==> config.mk <==
export PLATFORM = sky130hd
export DESIGN_NAME = region_protection_check_core
export DESIGN_NICKNAME = d
export VERILOG_FILES = /design/src/rtl/core/rpc_pkg.sv /design/src/rtl/core/rpc_ram.sv /design/src/rtl/core/rpc_match.sv /design/src/rtl/core/region_protection_check_core.sv
export SDC_FILE = /design/constraint.sdc
export NUM_CORES = 1
export LEC_CHECK = 0
export CELL_PAD_IN_SITES_DETAIL_PLACEMENT = 1
export CELL_PAD_IN_SITES_GLOBAL_PLACEMENT = 1
export CORE_MARGIN = 2
export CORE_UTILIZATION = 50
export DETAILED_ROUTE_END_ITERATION = 8
export DONT_BUFFER_PORTS = 1
export HOLD_SLACK_MARGIN = 0.08
export PLACE_DENSITY = 0.78
export SETUP_SLACK_MARGIN = 0.2
export SLEW_MARGIN = 40
export SYNTH_ARGS = -nofsm -noshare
export SYNTH_HDL_FRONTEND = slang
export SYNTH_SLANG_ARGS = --single-unit
==> constraint.sdc <==
create_clock -name clk -period 7.55 [get_ports clk]
set_input_delay 1.51 -clock clk [delete_from_list [all_inputs] [get_ports clk]]
set_output_delay 1.51 -clock clk [all_outputs]
set_load 0.005 [all_outputs]
==> src/rtl/core/rpc_pkg.sv <==
// Types and constants of the region protection check block.
package rpc_pkg;

  localparam logic [1:0] FN_DEFINE = 2'd0;
  localparam logic [1:0] FN_READ   = 2'd1;
  localparam logic [1:0] FN_WRITE  = 2'd2;
  localparam logic [1:0] FN_FETCH  = 2'd3;

  localparam logic [1:0] ST_OK        = 2'd0;
  localparam logic [1:0] ST_NOT_FOUND = 2'd1;
  localparam logic [1:0] ST_NO_PERM   = 2'd2;

  localparam logic [2:0] PERM_R = 3'b001;
  localparam logic [2:0] PERM_W = 3'b010;
  localparam logic [2:0] PERM_X = 3'b100;

  // Width of access sizes after saturation to MAX_ACCESS.
  localparam int ACC_W = 7;

  typedef struct packed {
    logic [63:0] start;
    logic [31:0] length;
    logic [2:0]  rights;
  } region_t;

  typedef struct packed {
    logic        vld;
    logic        hit;
    logic        perm_ok;
    logic [31:0] off;
  } rpc_match_t;

endpackage

==> src/rtl/core/rpc_ram.sv <==
// Generic single-port-write, single-port-read RAM with registered read data.
module rpc_ram #(
  parameter int WIDTH = 8,
  parameter int DEPTH = 8
) (
  input  logic                                  clk,
  input  logic                                  we,
  input  logic [(DEPTH > 1 ? $clog2(DEPTH) : 1)-1:0] waddr,
  input  logic [WIDTH-1:0]                      wdata,
  input  logic                                  re,
  input  logic [(DEPTH > 1 ? $clog2(DEPTH) : 1)-1:0] raddr,
  output logic [WIDTH-1:0]                      rdata
);

  logic [WIDTH-1:0] mem [DEPTH];
  logic [WIDTH-1:0] rdata_r;

  always_ff @(posedge clk) begin
    if (we) begin
      mem[waddr] <= wdata;
    end
    if (re) begin
      rdata_r <= mem[raddr];
    end
  end

  assign rdata = rdata_r;

endmodule

==> src/rtl/core/rpc_match.sv <==
// Two-stage range and permission compare of one region entry against an access.
module rpc_match #(
  parameter int IDX_W = 3
) (
  input  logic                      clk,
  input  logic                      rst_n,
  input  logic                      tag_vld,
  input  logic [IDX_W-1:0]          tag_idx,
  input  logic                      tag_ent_vld,
  input  rpc_pkg::region_t          ent,
  input  logic [63:0]               acc_addr,
  input  logic [rpc_pkg::ACC_W-1:0] acc_size,
  input  logic [2:0]                acc_need,
  output rpc_pkg::rpc_match_t       res,
  output logic [IDX_W-1:0]          res_idx
);
  import rpc_pkg::*;

  logic [64:0]      diff_nxt;
  logic             s1_vld_r;
  logic [IDX_W-1:0] s1_idx_r;
  logic             s1_cand_r;
  logic [31:0]      s1_off_r;
  logic [31:0]      s1_len_r;
  logic             s1_perm_r;
  logic [32:0]      fit_sum;
  logic             fits;
  rpc_match_t       res_r;
  logic [IDX_W-1:0] res_idx_r;

  // A borrow out of the 65-bit difference means the access starts below the region.
  assign diff_nxt = {1'b0, acc_addr} - {1'b0, ent.start};

  always_ff @(posedge clk) begin
    if (!rst_n) begin
      s1_vld_r <= 1'b0;
    end else begin
      s1_vld_r <= tag_vld;
    end
    s1_idx_r  <= tag_idx;
    s1_cand_r <= tag_ent_vld && !diff_nxt[64] && (diff_nxt[63:32] == 32'd0);
    s1_off_r  <= diff_nxt[31:0];
    s1_len_r  <= ent.length;
    s1_perm_r <= ((ent.rights & acc_need) == acc_need);
  end

  // The range fits when offset plus size does not pass the region length.
  assign fit_sum = {1'b0, s1_off_r} + 33'(acc_size);
  assign fits    = (fit_sum <= {1'b0, s1_len_r});

  always_ff @(posedge clk) begin
    if (!rst_n) begin
      res_r.vld <= 1'b0;
    end else begin
      res_r.vld <= s1_vld_r;
    end
    res_r.hit     <= s1_cand_r && fits;
    res_r.perm_ok <= s1_perm_r;
    res_r.off     <= s1_off_r;
    res_idx_r     <= s1_idx_r;
  end

  assign res     = res_r;
  assign res_idx = res_idx_r;

endmodule

==> src/rtl/core/region_protection_check_core.sv <==
// Top level of the region protection check: sequencer, region table and result register.
//
// The input channel (in_valid / in_stall) takes one item at a time: a define item
// that writes one region slot, or a read, write or fetch access to be checked.
// The result channel (out_valid / out_stall) returns exactly one item for each
// input item, in order.
// A define item writes its slot in S_DEF, and its result is loaded in S_FIN. An
// access reads the region table one entry per cycle from the single read port of the
// table memory, then each entry passes a two-stage compare, and its result is loaded
// in S_FIN; all REGIONS entries are always scanned and the lowest matching slot is
// kept. The next item can be accepted in the cycle after the result is loaded, even
// if the previous result is still waiting to be taken.
// Reset clears the valid marks of all regions, so the table reads as empty; the
// table memory itself is not cleared and needs no clearing pass.
// While the receiver stalls, the result holds and at most one more item is
// worked off before the block stops taking input.
module region_protection_check_core #(
  parameter int REGIONS    = 8,
  parameter int MAX_ACCESS = 16
) (
  input  logic        clk,
  input  logic        rst_n,
  input  logic        in_valid,
  output logic        in_stall,
  input  logic [1:0]  in_func,
  input  logic [2:0]  in_slot,
  input  logic [63:0] in_address,
  input  logic [31:0] in_length,
  input  logic [2:0]  in_region_perm,
  input  logic [4:0]  in_access_size,
  input  logic [2:0]  in_extra_perm,
  output logic        out_valid,
  input  logic        out_stall,
  output logic [1:0]  out_status,
  output logic [2:0]  out_region_index,
  output logic [31:0] out_offset
);
  import rpc_pkg::*;

  localparam int IDX_W = (REGIONS > 1) ? $clog2(REGIONS) : 1;
  localparam int CNT_W = $clog2(REGIONS + 1);
  localparam int ENT_W = $bits(region_t);
  localparam logic [ACC_W-1:0] MAX_SZ = ACC_W'(MAX_ACCESS);

  typedef enum logic [3:0] {
    S_IDLE = 4'b0001,
    S_DEF  = 4'b0010,
    S_SCAN = 4'b0100,
    S_FIN  = 4'b1000
  } state_t;

  state_t             state_r;
  logic [1:0]         func_r;
  logic [2:0]         slot_r;
  logic [63:0]        addr_r;
  logic [31:0]        len_r;
  logic [2:0]         perm_r;
  logic [ACC_W-1:0]   size_r;
  logic [2:0]         need_r;
  logic [CNT_W-1:0]   cnt_r;
  logic [REGIONS-1:0] valid_r;
  logic               iss_vld_r;
  logic [IDX_W-1:0]   iss_idx_r;
  logic               iss_ev_r;
  logic               found_r;
  logic               hit_perm_r;
  logic [IDX_W-1:0]   hit_idx_r;
  logic [31:0]        hit_off_r;
  logic               out_valid_r;
  logic [1:0]         out_status_r;
  logic [2:0]         out_index_r;
  logic [31:0]        out_offset_r;

  logic [ACC_W-1:0]   size_ext;
  logic [ACC_W-1:0]   size_nxt;
  logic [2:0]         need_nxt;
  logic               in_acc;
  logic               rd_en;
  logic [IDX_W-1:0]   rd_addr;
  logic               wr_en;
  logic [IDX_W-1:0]   wr_addr;
  region_t            wr_ent;
  logic [ENT_W-1:0]   rd_data;
  rpc_match_t         res;
  logic [IDX_W-1:0]   res_idx;
  logic               res_last;
  logic               out_free;

  assign in_stall = (state_r != S_IDLE);
  assign in_acc   = in_valid && !in_stall;
  assign out_free = !out_valid_r || !out_stall;

  assign size_ext = ACC_W'(in_access_size);
  assign size_nxt = (size_ext > MAX_SZ) ? MAX_SZ : size_ext;

  always_comb begin
    unique case (in_func)
      FN_READ:  need_nxt = in_extra_perm | PERM_R;
      FN_WRITE: need_nxt = in_extra_perm | PERM_W;
      FN_FETCH: need_nxt = PERM_X;
      default:  need_nxt = 3'b000;
    endcase
  end

  // Table write for define items; a zero length clears the slot.
  assign wr_en   = (state_r == S_DEF) && (int'(slot_r) < REGIONS);
  assign wr_addr = IDX_W'(slot_r);
  always_comb begin
    if (len_r == 32'd0) begin
      wr_ent = '0;
    end else begin
      wr_ent.start  = addr_r;
      wr_ent.length = len_r;
      wr_ent.rights = perm_r;
    end
  end

  assign rd_en    = (state_r == S_SCAN) && (cnt_r < CNT_W'(REGIONS));
  assign rd_addr  = cnt_r[IDX_W-1:0];
  assign res_last = res.vld && (res_idx == IDX_W'(REGIONS - 1));

  rpc_ram #(
    .WIDTH (ENT_W),
    .DEPTH (REGIONS)
  ) u_rpc_ram (
    .clk   (clk),
    .we    (wr_en),
    .waddr (wr_addr),
    .wdata (wr_ent),
    .re    (rd_en),
    .raddr (rd_addr),
    .rdata (rd_data)
  );

  rpc_match #(
    .IDX_W (IDX_W)
  ) u_rpc_match (
    .clk         (clk),
    .rst_n       (rst_n),
    .tag_vld     (iss_vld_r),
    .tag_idx     (iss_idx_r),
    .tag_ent_vld (iss_ev_r),
    .ent         (region_t'(rd_data)),
    .acc_addr    (addr_r),
    .acc_size    (size_r),
    .acc_need    (need_r),
    .res         (res),
    .res_idx     (res_idx)
  );

  // Item capture and read tags that travel alongside the table read.
  always_ff @(posedge clk) begin
    if (in_acc) begin
      func_r <= in_func;
      slot_r <= in_slot;
      addr_r <= in_address;
      len_r  <= in_length;
      perm_r <= in_region_perm;
      size_r <= size_nxt;
      need_r <= need_nxt;
    end
    iss_idx_r <= rd_addr;
    iss_ev_r  <= valid_r[rd_addr];
    if (res.vld && res.hit && !found_r) begin
      hit_perm_r <= res.perm_ok;
      hit_idx_r  <= res_idx;
      hit_off_r  <= res.off;
    end
    if (state_r == S_FIN && out_free) begin
      if (func_r == FN_DEFINE) begin
        out_status_r <= ST_OK;
        out_index_r  <= 3'd0;
        out_offset_r <= 32'd0;
      end else if (found_r) begin
        out_status_r <= hit_perm_r ? ST_OK : ST_NO_PERM;
        out_index_r  <= 3'(hit_idx_r);
        out_offset_r <= hit_off_r;
      end else begin
        out_status_r <= ST_NOT_FOUND;
        out_index_r  <= 3'd0;
        out_offset_r <= 32'd0;
      end
    end
  end

  always_ff @(posedge clk) begin
    if (!rst_n) begin
      state_r     <= S_IDLE;
      cnt_r       <= '0;
      valid_r     <= '0;
      iss_vld_r   <= 1'b0;
      found_r     <= 1'b0;
      out_valid_r <= 1'b0;
    end else begin
      iss_vld_r <= rd_en;
      if (wr_en) begin
        valid_r[wr_addr] <= (len_r != 32'd0);
      end
      if (rd_en) begin
        cnt_r <= cnt_r + CNT_W'(1);
      end
      if (res.vld && res.hit) begin
        found_r <= 1'b1;
      end
      if (state_r == S_FIN && out_free) begin
        out_valid_r <= 1'b1;
      end else if (!out_stall) begin
        out_valid_r <= 1'b0;
      end
      unique case (state_r)
        S_IDLE: begin
          if (in_acc) begin
            cnt_r   <= '0;
            found_r <= 1'b0;
            state_r <= (in_func == FN_DEFINE) ? S_DEF : S_SCAN;
          end
        end
        S_DEF: begin
          state_r <= S_FIN;
        end
        S_SCAN: begin
          if (res_last) begin
            state_r <= S_FIN;
          end
        end
        S_FIN: begin
          if (out_free) begin
            state_r <= S_IDLE;
          end
        end
        default: begin
          state_r <= S_IDLE;
        end
      endcase
    end
  end

  assign out_valid        = out_valid_r;
  assign out_status       = out_status_r;
  assign out_region_index = out_index_r;
  assign out_offset       = out_offset_r;

endmodule

==> impl_summary.log, run 1 <==
[metrics] number of H-tree levels: 3
[metrics] worst reg2reg setup slack: 3.10 ns
[metrics] number of global-route vias before repair: between 20000 and 30000
[metrics] count of TritonRoute iterations in the first routing pass: 5
[metrics] EDFF count, synth: between 1000 and 1500
[metrics] Net Count, Synth: 2964
[metrics] Distinct cells, synth: 80
[metrics] number of standard-cell rows in the floorplan: roughly 110
[metrics] Via-to-Cell Ratio: between 5 and 6
[metrics] number of hold-repair buffers added at the cts stage: 0
[metrics] share of the cycle needed by the critical path after routing: approximately three fifths
[metrics] routed wirelength normalized by instance count: 27.9 µm
[metrics] initial cell density of the core: around 50%
[metrics] post-route antenna net violation count: 0
[metrics] layout overhead on the synthesized area: 11.6%
[metrics] final number of setup-violating endpoints: 0
[metrics] Setup CP Type: reg -> reg
[metrics] class of the tightest hold or removal check: reg -> reg
[metrics] Placer Congestion: around 0.9
[metrics] status: finished clean
[metrics] reg-to-reg critical path startpoint: size_r[0]
[metrics] CTS root buf: sky130_fd_sc_hd__clkbuf_16
[metrics] leftover overflow at the end of global routing: 0
[metrics] count of endpoints failing hold in the final timing report: 0
[metrics] fmax: about 220 MHz
[metrics] die height: 314 µm
[metrics] post-cts resize count: 0
[metrics] highest ir drop seen on vdd: 0.000213 V
[metrics] clock tree from TritonCTS: yes
[metrics] last element of the critical path: u_rpc_match.res[33]
[metrics] DRC marker count from the first detailed-route iteration: ~2300
[metrics] total wirelength of the detailed-routed design: 116 mm
[metrics] global router's overall resource usage: around a quarter
[metrics] wire length of the first global-routing pass: approximately 170 mm
[metrics] Yosys Warn Count: 0
[metrics] Bufs on Longest Clock Path: 3
[metrics] Die Footprint: about 100000 µm²
[metrics] count of pins on the block boundary: roughly 160
[metrics] net total in the final layout: about 3000
[metrics] maximum fanout along the worst path: 5
[metrics] total design power: approximately 17 mW
[metrics] share of synthesized registers carrying an async set or reset: 0%
[metrics] post-CTS setup-driven buffer insertion count: 0
[metrics] Remaining DRCs: 0
[metrics] clock transition at the registers of the reported paths: around 0.06 ns
[metrics] sort of element at the start of the critical path: flip-flop
[metrics] DIE WIDTH: between 300 and 400 µm
[metrics] Lkg Pwr: ~18 nW
[metrics] top_reg_cell synth: sky130_fd_sc_hd__edfxtp_1
[metrics] initial antenna violation count: 7
[metrics] worst setup skew after layout: 0.0447 ns
[metrics] Critical Path Start: size_r[0]
[metrics] Worst-Skew Late Latency: around 0.7 ns
[metrics] transition time at the pin with the least slew margin: 0.885 ns
[metrics] Post-Syn Instances: between 2000 and 3000
[metrics] cell area after synthesis: 48100 µm²
[metrics] average size of a mapped cell: about 18 µm²
[metrics] post-detail-place hpwl: 70.4 mm
[metrics] count of buffers from port buffering: 0
[metrics] critical path arrival: about 5.1 ns
[metrics] endpoint of the worst-slack reg-to-reg timing path: u_rpc_match.res[33]
[metrics] RSZ-0062 raised after global routing: no
[metrics] core region area: between 90000 and 100000 µm²
[metrics] Seq/Total Area, Yosys: between 70% and 80%
[metrics] final cell utilization of the core: a little under three fifths
[metrics] reg2reg path depth: 22
[metrics] cell area power density: 307 nW/µm²
[metrics] Inserted Clock Buffers: roughly 120
[metrics] number of vias after detailed routing: 24804
[metrics] Max Transition Viols Final: 0
[metrics] required time of the critical path: roughly 8.2 ns
[metrics] maximum number of pins on one net before global-route repair: 102
[metrics] category of the worst setup path capture point: flip-flop
[metrics] minimum period implied by the final worst setup slack: around 4.5 ns
[metrics] max-slew headroom at the worst pin: 41.0%
[metrics] ratio of cells with drive above 1 in the final layout: approximately a fifth
[metrics] post-synthesis register bit count: roughly 1200
[metrics] max-capacitance violation count: 0
[metrics] sink count of the clock tree: approximately 1200
[metrics] total negative slack: 0 ns
[worst min-delay path by stage]
stage	start	to	slack [ns]	depth (start not counted)
finish	iss_idx_r[1]	u_rpc_match.s1_idx_r[1]	0.33	0
global route	u_rpc_match.s1_idx_r[0]	u_rpc_match.res_idx[0]	0.34	0
floorplan	u_rpc_match.s1_perm_r	u_rpc_match.res[32]	0.31	0
CTS	iss_idx_r[1]	u_rpc_match.s1_idx_r[1]	0.33	0
global placement	iss_idx_r[2]	u_rpc_match.s1_idx_r[2]	0.31	0
detailed placement	iss_idx_r[1]	u_rpc_match.s1_idx_r[1]	0.32	0
[synth_stat cells, types with 4 or more instances]
| library cell | instances | area (µm²) |
|---|---|---|
| sky130_fd_sc_hd__nor3_1 | 19 | 95.1 |
| sky130_fd_sc_hd__xor2_1 | 28 | 245 |
| sky130_fd_sc_hd__nor2b_1 | 81 | 507 |
| sky130_fd_sc_hd__edfxtp_1 | 1076 | 32300 |
| sky130_fd_sc_hd__o21ai_1 | 6 | 30.0 |
| sky130_fd_sc_hd__and3_1 | 7 | 43.8 |
| sky130_fd_sc_hd__mux2i_1 | 4 | 40.0 |
| sky130_fd_sc_hd__buf_2 | 13 | 65.1 |
| sky130_fd_sc_hd__nand2_1 | 104 | 390 |
| sky130_fd_sc_hd__nand2b_1 | 10 | 62.6 |
| sky130_fd_sc_hd__and2_1 | 42 | 263 |
| sky130_fd_sc_hd__a21o_1 | 26 | 195 |
| sky130_fd_sc_hd__or3_1 | 7 | 43.8 |
| sky130_fd_sc_hd__nand3_1 | 28 | 140 |
| sky130_fd_sc_hd__o22ai_1 | 4 | 25.0 |
| sky130_fd_sc_hd__mux2_2 | 100 | 1130 |
| sky130_fd_sc_hd__inv_1 | 127 | 477 |
| sky130_fd_sc_hd__ha_1 | 102 | 1280 |
| sky130_fd_sc_hd__and4_1 | 4 | 35.0 |
| sky130_fd_sc_hd__clkbuf_1 | 86 | 323 |
| sky130_fd_sc_hd__o31ai_1 | 5 | 37.5 |
| sky130_fd_sc_hd__nand4_1 | 39 | 244 |
| sky130_fd_sc_hd__a31oi_1 | 5 | 31.3 |
| sky130_fd_sc_hd__dfxtp_1 | 131 | 2620 |
| sky130_fd_sc_hd__a31o_2 | 4 | 35.0 |
| sky130_fd_sc_hd__nor4_1 | 20 | 125 |
| sky130_fd_sc_hd__o21bai_1 | 14 | 105 |
| sky130_fd_sc_hd__a21boi_0 | 8 | 60.1 |
| sky130_fd_sc_hd__mux4_2 | 200 | 4500 |
| sky130_fd_sc_hd__a211oi_1 | 17 | 128 |
| sky130_fd_sc_hd__a22oi_1 | 6 | 45.0 |
| sky130_fd_sc_hd__xnor2_1 | 48 | 420 |
| sky130_fd_sc_hd__a21oi_1 | 104 | 521 |
| sky130_fd_sc_hd__o211ai_1 | 10 | 75.1 |
| sky130_fd_sc_hd__nor2_1 | 106 | 398 |
| sky130_fd_sc_hd__buf_1 | 20 | 75.1 |
| sky130_fd_sc_hd__o21ai_0 | 56 | 280 |
| sky130_fd_sc_hd__o21a_1 | 13 | 97.6 |
[flip-flops by register name, indices dropped and copies added (netlist names), 5 cells and up]
| signal | count |
|---|---|
| hit_off_r | 32 |
| u_rpc_match.res | 35 |
| out_offset | 32 |
| len_r | 32 |
| u_rpc_match.s1_len_r | 32 |
| u_rpc_ram.mem | 792 |
| valid_r | 8 |
| size_r | 5 |
| u_rpc_match.s1_off_r | 32 |
| u_rpc_ram.rdata | 99 |
| addr_r | 64 |
[stage by stage]
| step | cell area (µm²) | setup WS [ns] | cells | hold slack, ns |
|---|---|---|---|---|
| 5_1_grt | 53700 | 2.63 | 4143 | 0.342 |
| 3_5_place_dp | 49700 | 3.17 | 3913 | 0.316 |
| 4_1_cts | 53700 | 3.10 | 4138 | 0.328 |
| 2_1_floorplan | 48100 | 1.91 | 2744 | 0.310 |
| 6_report | 53700 | 3.10 | 4144 | 0.329 |
| 3_3_place_gp | 49600 | 3.27 | 3909 | 0.311 |
[worst max-delay path: stages, from the launching register on]
cell                       delay [ns]
sky130_fd_sc_hd__edfxtp_1        0.34
sky130_fd_sc_hd__ha_1            0.17
sky130_fd_sc_hd__inv_1           0.05
sky130_fd_sc_hd__fa_1            0.40
sky130_fd_sc_hd__nor2b_1         0.15
sky130_fd_sc_hd__o21a_1          0.16
sky130_fd_sc_hd__o21ai_0         0.08
sky130_fd_sc_hd__nand2b_1        0.11
sky130_fd_sc_hd__nor2b_1         0.38
sky130_fd_sc_hd__nand3_1         0.14
sky130_fd_sc_hd__nor2_1          0.22
sky130_fd_sc_hd__nor2b_1         0.38
sky130_fd_sc_hd__nand4_1         0.16
sky130_fd_sc_hd__xnor2_1         0.15
sky130_fd_sc_hd__ha_1            0.30
sky130_fd_sc_hd__a21o_1          0.16
sky130_fd_sc_hd__a21o_1          0.17
sky130_fd_sc_hd__a21oi_1         0.15
sky130_fd_sc_hd__nor2_1          0.06
sky130_fd_sc_hd__a211oi_1        0.22
sky130_fd_sc_hd__o31ai_1         0.11
sky130_fd_sc_hd__a21oi_1         0.19
sky130_fd_sc_hd__o21a_1          0.15
[cell type report]
| cell class | count | area [µm²] |
|---|---|---|
| clock buffers | 156 | 3270 |
| repair buffers | 29 | 400 |
| clock inverters | 69 | 698 |
| diodes | 5 | 12.5 |
| multi-input cells | 1286 | 12300 |
| fillers | 8404 | 41400 |
| well taps | 1265 | 1580 |
| flip-flops and latches | 1207 | 34900 |
| inverters | 127 | 479 |
[layer usage]
layer  wire (µm)  vias up  global-route usage [%]
li1            -    10754                       -
met1       49700    13116                    32.8
met2       56700      753                    38.6
met3        6390      177                    3.87
met4        2790        4                    7.11
met5          27        -                       0
[placed cells by master, fill, tap and decap left out, types with 28 or more instances in the layout]
cell	netlist	routed
sky130_fd_sc_hd__edfxtp_1	1076	1076
sky130_fd_sc_hd__mux4_2	200	200
sky130_fd_sc_hd__dfxtp_1	131	128
sky130_fd_sc_hd__inv_1	127	126
sky130_fd_sc_hd__clkbuf_16	0	121
sky130_fd_sc_hd__nand2_1	104	104
sky130_fd_sc_hd__a21oi_1	104	103
sky130_fd_sc_hd__ha_1	102	102
sky130_fd_sc_hd__mux2_2	100	100
sky130_fd_sc_hd__nor2_1	106	98
sky130_fd_sc_hd__nor2b_1	81	79
sky130_fd_sc_hd__o21ai_0	56	56
sky130_fd_sc_hd__xnor2_1	48	48
sky130_fd_sc_hd__and2_1	42	42
sky130_fd_sc_hd__nand4_1	39	39
sky130_fd_sc_hd__nand3_1	28	28
sky130_fd_sc_hd__xor2_1	28	28
[logic make-up after synthesis]
group,share of synthesized area [%]
and+or+nand+nor,5.24
AOI/OAI and AO/OA,4.19
adders and majority gates,2.76
DFF,72.6
muxes,11.8
xor gates and xnor gates,1.38
buffers and inverters,2.05
[power by group]
part	internal, mW	switching, mW	total, mW
Sequential	7.97	0.415	8.38
Combinational	0.788	1.40	2.19
Clock	3.43	2.50	5.93
Total	12.2	4.32	16.5
(Power assumes the default switching activity.)
==> inputs of run 2 (changes only) <==
==> constraint.sdc (replaced) <==
create_clock -name clk -period 4 [get_ports clk]
set_input_delay 0.8 -clock clk [delete_from_list [all_inputs] [get_ports clk]]
set_output_delay 0.8 -clock clk [all_outputs]
set_load 0.005 [all_outputs]
==> impl_summary.log, run 2 (synthesis results as in run 1) <==
[metrics] global router's overall resource usage: 24.5%
[metrics] internal power contribution: between 20 and 25 mW
[metrics] clock tree from TritonCTS: yes
[metrics] switching power total: ~8.3 mW
[metrics] category of the worst setup path capture point: flip-flop
[metrics] class of the tightest hold or removal check: in -> reg
[metrics] total wirelength of the detailed-routed design: 119 mm
[metrics] count of pins on the block boundary: roughly 160
[metrics] die height: roughly 310 µm
[metrics] number of standard-cell rows in the floorplan: ~110
[metrics] clock share of power: 35.8%
[metrics] max-slew headroom at the worst pin: about a third
[metrics] number of buffers and inverters on the critical path: 1
[metrics] slowest stage delay, CP: 0.35 ns
[metrics] relative contribution of combinational cells to total power: ~14%
[metrics] leftover overflow at the end of global routing: 0
[metrics] cell area power density: around 580 nW/µm²
[metrics] net total in the final layout: roughly 3000
[metrics] wire length of the first global-routing pass: roughly 180 mm
[metrics] highest ir drop seen on vdd: 0.000489 V
[metrics] count of buffers from port buffering: 0
[metrics] CTS root buf: sky130_fd_sc_hd__clkbuf_16
[metrics] Lkg Pwr: 18.0 nW
[metrics] Setup CP Type: reg -> reg
[metrics] post-route antenna net violation count: 0
[metrics] number of hold-repair buffers added at the cts stage: 0
[metrics] layout overhead on the synthesized area: 13.1%
[metrics] initial cell density of the core: slightly above 50%
[metrics] DRC marker count from the first detailed-route iteration: 2279
[metrics] Switching Share: a little over a quarter
[metrics] most used cell, CP: sky130_fd_sc_hd__a21o_1
[metrics] maximum number of pins on one net before global-route repair: 104
[metrics] most common cell after layout, fill and taps aside: sky130_fd_sc_hd__edfxtp_1
[metrics] family of cells with the greatest summed delay on the critical path: compound AO/OA/AOI/OAI gates
[metrics] highest-count cells in the layout ignoring fill and taps: sky130_fd_sc_hd__edfxtp_1 (1076), sky130_fd_sc_hd__mux4_2 (200), sky130_fd_sc_hd__dfxtp_1 (127), sky130_fd_sc_hd__inv_1 (125), sky130_fd_sc_hd__clkbuf_16 (120)
[metrics] maximum fanout along the worst path: 2
[metrics] Most flops, register: u_rpc_ram.mem
[metrics] Placer Congestion: just over 0.9
[metrics] fmax: 253 MHz
[metrics] sink count of the clock tree: about 1200
[metrics] Die Footprint: between 90000 and 100000 µm²
[metrics] transition time at the pin with the least slew margin: 0.997 ns
[metrics] DIE WIDTH: 314 µm
[metrics] worst setup skew after layout: about 0.037 ns
[metrics] share of the cycle needed by the critical path after routing: a little over nine tenths
[metrics] status: finished clean
[metrics] Inserted Clock Buffers: approximately 120
[metrics] count of endpoints failing hold in the final timing report: 0
[metrics] number of vias after detailed routing: 25062
[metrics] RSZ-0062 raised after global routing: yes
[metrics] number of global-route vias before repair: 26974
[metrics] clock transition at the registers of the reported paths: approximately 0.07 ns
[metrics] fill cell total of the finished layout: 8390
[metrics] critical path arrival: between 4 and 5 ns
[metrics] required time of the critical path: 4.64 ns
[metrics] final number of setup-violating endpoints: 0
[metrics] minimum period implied by the final worst setup slack: slightly below 4 ns
[metrics] number of H-tree levels: 3
[metrics] Via-to-Cell Ratio: 5.98
[metrics] Bufs on Longest Clock Path: 3
[metrics] count of TritonRoute iterations in the first routing pass: 5
[metrics] sequential power share: between 50 and 60%
[metrics] cell with the largest stage delay on the worst path: sky130_fd_sc_hd__edfxtp_1
[metrics] max-capacitance violation count: 0
[metrics] initial antenna violation count: 7
[metrics] sequence of cells on the critical path: ha_2 -> inv_2 -> fa_2 -> nor2b_2 -> o21a_1 -> o21ai_1 -> nand2b_1 -> nor2b_4 -> and3_4 -> nand2_4 -> xnor2_4 -> ha_4 -> a21o_1 -> a21o_1 -> a21o_1 -> a21o_1 -> a21o_1 -> a21o_1 -> a221oi_2 -> o31ai_1 -> a21oi_1 -> o21a_1
[metrics] sort of element at the start of the critical path: flip-flop
[metrics] routed wirelength normalized by instance count: 28.5 µm
[metrics] ratio of cells with drive above 1 in the final layout: approximately 22%
[metrics] post-detail-place hpwl: around 75 mm
[metrics] Worst-Skew Late Latency: about 0.72 ns
[metrics] Max Transition Viols Final: 0
[metrics] total design power: roughly 32 mW
[metrics] Remaining DRCs: 0
[metrics] final cell utilization of the core: between 50% and 60%
[metrics] number of flip-flops in the largest register: approximately 800
[metrics] core region area: 95200 µm²
==> run 2: changes by cell type in the layout (fill, tap and decap cells not counted), sizes merged <==
cell / delta
clkinv: -10
buf: +52
clkbuf: +2
bufinv: +3
diode: -1
==> run 2: final timing paths <==
| kind | startpoint | endpoint | slack, ns | cells after the start |
|---|---|---|---|---|
| min | in_address[1] | addr_r[1] | 0.18 | 0 |
| min reg2reg | iss_idx_r[0] | u_rpc_match.s1_idx_r[0] | 0.33 | 0 |
| max | size_r[0] | u_rpc_match.res[33] | 0.04 | 22 |
| max reg2reg | size_r[0] | u_rpc_match.res[33] | 0.04 | 22 |
==> run 2: final cells by class <==
type / instances / area [µm²] / share of cell area (%)
tap: 1265 / 1580 / 2.91
clock inverter: 62 / 766 / 1.41
antenna: 4 / 10.0 / 0.0184
sequential: 1207 / 34900 / 64.2
multi-input combinational: 1286 / 12500 / 22.9
inverter: 127 / 479 / 0.880
timing repair buffer: 81 / 946 / 1.74
clock buffer: 158 / 3240 / 5.94
==> run 2: per-layer routing <==
metal,wire [µm],GRT usage [%],vias up
met3,7060,3.70,176
li1,-,-,10829
met2,58400,40.1,846
met1,51100,34.6,13209
met4,2690,7.08,2
met5,11,0,-
==> run 2: stage by stage <==
step	area, µm²	std cells	setup TNS [ns]	setup WS (ns)	hold slack [ns]
after floorplan	48200	2744	0	0.121	0.310
final	54400	4190	0	0.0405	0.176
after detailed placement	50200	3956	-0.0982	-0.0982	0.313
after global placement	50100	3953	0	0.0321	0.311
after global routing	54400	4188	-0.0939	-0.0939	0.150
after CTS	54200	4181	0	0.108	0.130
==> run 2: power groups by stage <==
stage / clock network [mW] / registers (mW) / logic, mW
2_1_floorplan: 0 / 15.6 / 3.02
3_3_place_gp: 0 / 16.0 / 4.07
3_5_place_dp: 0 / 16.1 / 4.24
4_1_cts: 11.5 / 15.8 / 4.35
5_1_grt: 11.9 / 15.9 / 4.90
6_report: 11.3 / 15.8 / 4.48
==> run 2: timing repair <==
action,CTS,global route
resized for setup,13,29
pin swaps,17,18
setup buffers,5,4
endpoints found under the setup margin,1,2
==> inputs of run 3 (changes only) <==
--- a/config.mk
+++ b/config.mk
@@ -8,11 +8,11 @@
 export CELL_PAD_IN_SITES_DETAIL_PLACEMENT = 1
 export CELL_PAD_IN_SITES_GLOBAL_PLACEMENT = 1
 export CORE_MARGIN = 2
-export CORE_UTILIZATION = 50
+export CORE_UTILIZATION = 40
 export DETAILED_ROUTE_END_ITERATION = 8
 export DONT_BUFFER_PORTS = 1
 export HOLD_SLACK_MARGIN = 0.08
-export PLACE_DENSITY = 0.78
+export PLACE_DENSITY = 0.65
 export SETUP_SLACK_MARGIN = 0.2
 export SLEW_MARGIN = 40
 export SYNTH_ARGS = -nofsm -noshare
==> constraint.sdc (replaced) <==
create_clock -name clk -period 4 [get_ports clk]
set_input_delay 0.8 -clock clk [delete_from_list [all_inputs] [get_ports clk]]
set_output_delay 0.8 -clock clk [all_outputs]
set_load 0.01 [all_outputs]
==> impl_summary.log, run 3 (synthesis results as in run 1) <==
[metrics] status: finished clean
[metrics] Lkg Pwr: about 18 nW
[metrics] CTS root buf: sky130_fd_sc_hd__clkbuf_16
[metrics] worst reg2reg setup slack: ~0.14 ns
[metrics] highest ir drop seen on vdd: between 0.0004 and 0.0005 V
[metrics] RSZ-0062 raised after global routing: yes
[metrics] cell area power density: 576 nW/µm²
[metrics] Setup CP Type: reg -> reg
[metrics] number of instances in the placed design: ~4300
[metrics] DRC marker count from the first detailed-route iteration: 1888
[metrics] maximum number of pins on one net before global-route repair: roughly 70
[metrics] number of cells on the worst hold path: 0
[metrics] number of flip-flops in the largest register: 792
[metrics] sort of element at the start of the critical path: flip-flop
[metrics] terminating pin of the worst hold path: addr_r[18]
[metrics] share of the cycle needed by the critical path after routing: 96.5%
[metrics] Bufs on Longest Clock Path: 3
[metrics] Die Footprint: 123000 µm²
[metrics] Place WS: -0.0317 ns
[metrics] most common cell after layout, fill and taps aside: sky130_fd_sc_hd__edfxtp_1
[metrics] number of global-route vias before repair: 26286
[metrics] Finished Cell Area: 54900 µm²
[metrics] category of the worst setup path capture point: flip-flop
[metrics] post-detailed-placement cell area: 50600 µm²
[metrics] wire length of the first global-routing pass: between 150 and 200 mm
[metrics] count of TritonRoute iterations in the first routing pass: 5
[metrics] final number of setup-violating endpoints: 0
[metrics] max-capacitance violation count: 0
[metrics] clock transition at the registers of the reported paths: 0.06 ns
[metrics] initial cell density of the core: 40.2%
[metrics] core region area: 120000 µm²
[metrics] clock tree from TritonCTS: yes
[metrics] Max Transition Viols Final: 0
[metrics] post-detail-place hpwl: ~75 mm
[metrics] minimum period implied by the final worst setup slack: roughly 3.9 ns
[metrics] fmax: roughly 260 MHz
[metrics] number of standard-cell rows in the floorplan: between 100 and 150
[metrics] maximum fanout along the worst path: 2
[metrics] critical path arrival: roughly 4.5 ns
[metrics] leftover overflow at the end of global routing: 0
[metrics] highest-count cells in the layout ignoring fill and taps: sky130_fd_sc_hd__edfxtp_1 (1076), sky130_fd_sc_hd__mux4_2 (200), sky130_fd_sc_hd__dfxtp_1 (127), sky130_fd_sc_hd__inv_1 (125), sky130_fd_sc_hd__clkbuf_16 (120)
[metrics] required time of the critical path: between 4 and 5 ns
[metrics] count of endpoints failing hold in the final timing report: 0
[metrics] reg2reg path depth: 22
[metrics] Placer Congestion: approximately 0.9
[metrics] total wirelength of the detailed-routed design: between 100 and 150 mm
[metrics] Inserted Clock Buffers: approximately 120
[metrics] total negative slack: 0 ns
[metrics] class of the tightest hold or removal check: in -> reg
[metrics] Worst-Skew Late Latency: about 0.74 ns
[metrics] post-route antenna net violation count: 0
[metrics] count of buffers from port buffering: 0
[metrics] total design power: between 30 and 40 mW
[metrics] net total in the final layout: just over 3000
[metrics] sink count of the clock tree: 1207
[metrics] layout overhead on the synthesized area: 14.1%
[metrics] number of vias after detailed routing: between 20000 and 25000
[metrics] DIE WIDTH: approximately 350 µm
[metrics] start point of the worst min-delay path: in_address[18]
[metrics] Remaining DRCs: 0
[metrics] endpoint of the worst-slack reg-to-reg timing path: u_rpc_match.res[33]
[metrics] Most flops, register: u_rpc_ram.mem
[metrics] transition time at the pin with the least slew margin: slightly below 0.8 ns
[metrics] global router's overall resource usage: 19.5%
[metrics] routed wirelength normalized by instance count: ~26 µm
[metrics] max-slew headroom at the worst pin: around half
[metrics] Via-to-Cell Ratio: approximately 5.4
[metrics] reg-to-reg critical path startpoint: size_r[0]
[metrics] number of H-tree levels: 3
[metrics] worst setup skew after layout: around 0.044 ns
[metrics] initial antenna violation count: 17
[metrics] count of pins on the block boundary: ~160
[metrics] die height: roughly 350 µm
[metrics] ratio of cells with drive above 1 in the final layout: a little over a fifth
[metrics] worst setup slack after layout: between 0.1 and 0.15 ns
[metrics] Non-Filler Instances: between 4000 and 5000
[run 3: cell types whose count changed in the layout (fill, tap and decap cells not counted), moves of 4 or more]
cell                         change
sky130_fd_sc_hd__buf_4           -5
sky130_fd_sc_hd__clkbuf_1        -6
sky130_fd_sc_hd__clkbuf_8        +6
sky130_fd_sc_hd__clkinv_1       +13
sky130_fd_sc_hd__clkinvlp_4      -4
sky130_fd_sc_hd__ha_1            -7
sky130_fd_sc_hd__ha_2            +7
[run 3: per-stage QoR]
| step | hold WS [ns] | util, % |
|---|---|---|
| 6_report | 0.147 | 45.9 |
| 5_1_grt | 0.0992 | 45.9 |
| 4_1_cts | 0.0841 | 45.8 |
| 3_5_place_dp | 0.313 | 42.3 |
| 3_3_place_gp | 0.311 | 42.3 |
| 2_1_floorplan | 0.310 | - |
[run 3: metal layers]
layer	part of all wire (%)	up-vias	track usage, %
met4	1.9	8	5.24
met2	47	568	31.0
met1	46	12892	27.8
li1	-	10850	-
met3	4.9	152	3.47
met5	0.039	-	0
[run 3: how the worst max path moves through the flow]
stage,slack (ns),to,start,cells after the start
6_report,0.14,u_rpc_match.res[33],size_r[0],22
3_5_place_dp,-0.03,u_rpc_match.res[33],u_rpc_match.s1_off_r[0],22
4_1_cts,0.14,u_rpc_match.res[33],size_r[0],22
3_3_place_gp,0.005,u_rpc_match.res[33],size_r[0],22
5_1_grt,-0.11,u_rpc_match.res[33],size_r[0],22
2_1_floorplan,0.12,u_rpc_ram.mem[0][0],state_r[1],3
[run 3: area by class of cell]
cell class / instances / area, µm²
fillers: 11242 / 64800
diodes: 3 / 7.51
repair buffers: 78 / 943
clock buffers: 158 / 3300
well taps: 1612 / 2020
inverters: 127 / 482
clock inverters: 66 / 726
multi-input cells: 1286 / 12500
flip-flops and latches: 1207 / 34900
[run 3: repair_timing]
| item | in CTS | in global routing |
|---|---|---|
| resized for setup | 20 | 26 |
| pin swaps | 16 | 10 |
| hold buffers | 1 | 0 |
| setup endpoints to repair | 2 | 2 |
| endpoints found under the hold margin | 1 | 0 |
| setup buffers | 1 | 4 |
[run 3: where the power goes]
group / internal (mW) / switching (mW) / total, mW
registers: 15.0 / 0.801 / 15.8
logic: 1.64 / 2.77 / 4.40
clock network: 6.62 / 4.75 / 11.4
total: 23.3 / 8.31 / 31.6
[run 3: critical path, stage by stage (launching register included)]
cell	delay [ns]
sky130_fd_sc_hd__edfxtp_1	0.35
sky130_fd_sc_hd__ha_2	0.19
sky130_fd_sc_hd__inv_2	0.04
sky130_fd_sc_hd__fa_2	0.34
sky130_fd_sc_hd__nor2b_1	0.13
sky130_fd_sc_hd__o21a_1	0.14
sky130_fd_sc_hd__o21ai_1	0.08
sky130_fd_sc_hd__nand2b_1	0.13
sky130_fd_sc_hd__nor2b_4	0.17
sky130_fd_sc_hd__and3_4	0.21
sky130_fd_sc_hd__nand2_4	0.05
sky130_fd_sc_hd__xnor2_2	0.13
sky130_fd_sc_hd__ha_1	0.30
sky130_fd_sc_hd__a21o_1	0.18
sky130_fd_sc_hd__a21o_1	0.15
sky130_fd_sc_hd__a21o_1	0.15
sky130_fd_sc_hd__a21o_1	0.15
sky130_fd_sc_hd__a21o_1	0.15
sky130_fd_sc_hd__a21o_1	0.16
sky130_fd_sc_hd__a221oi_2	0.24
sky130_fd_sc_hd__o31ai_1	0.09
sky130_fd_sc_hd__a21oi_1	0.15
sky130_fd_sc_hd__o21a_1	0.12
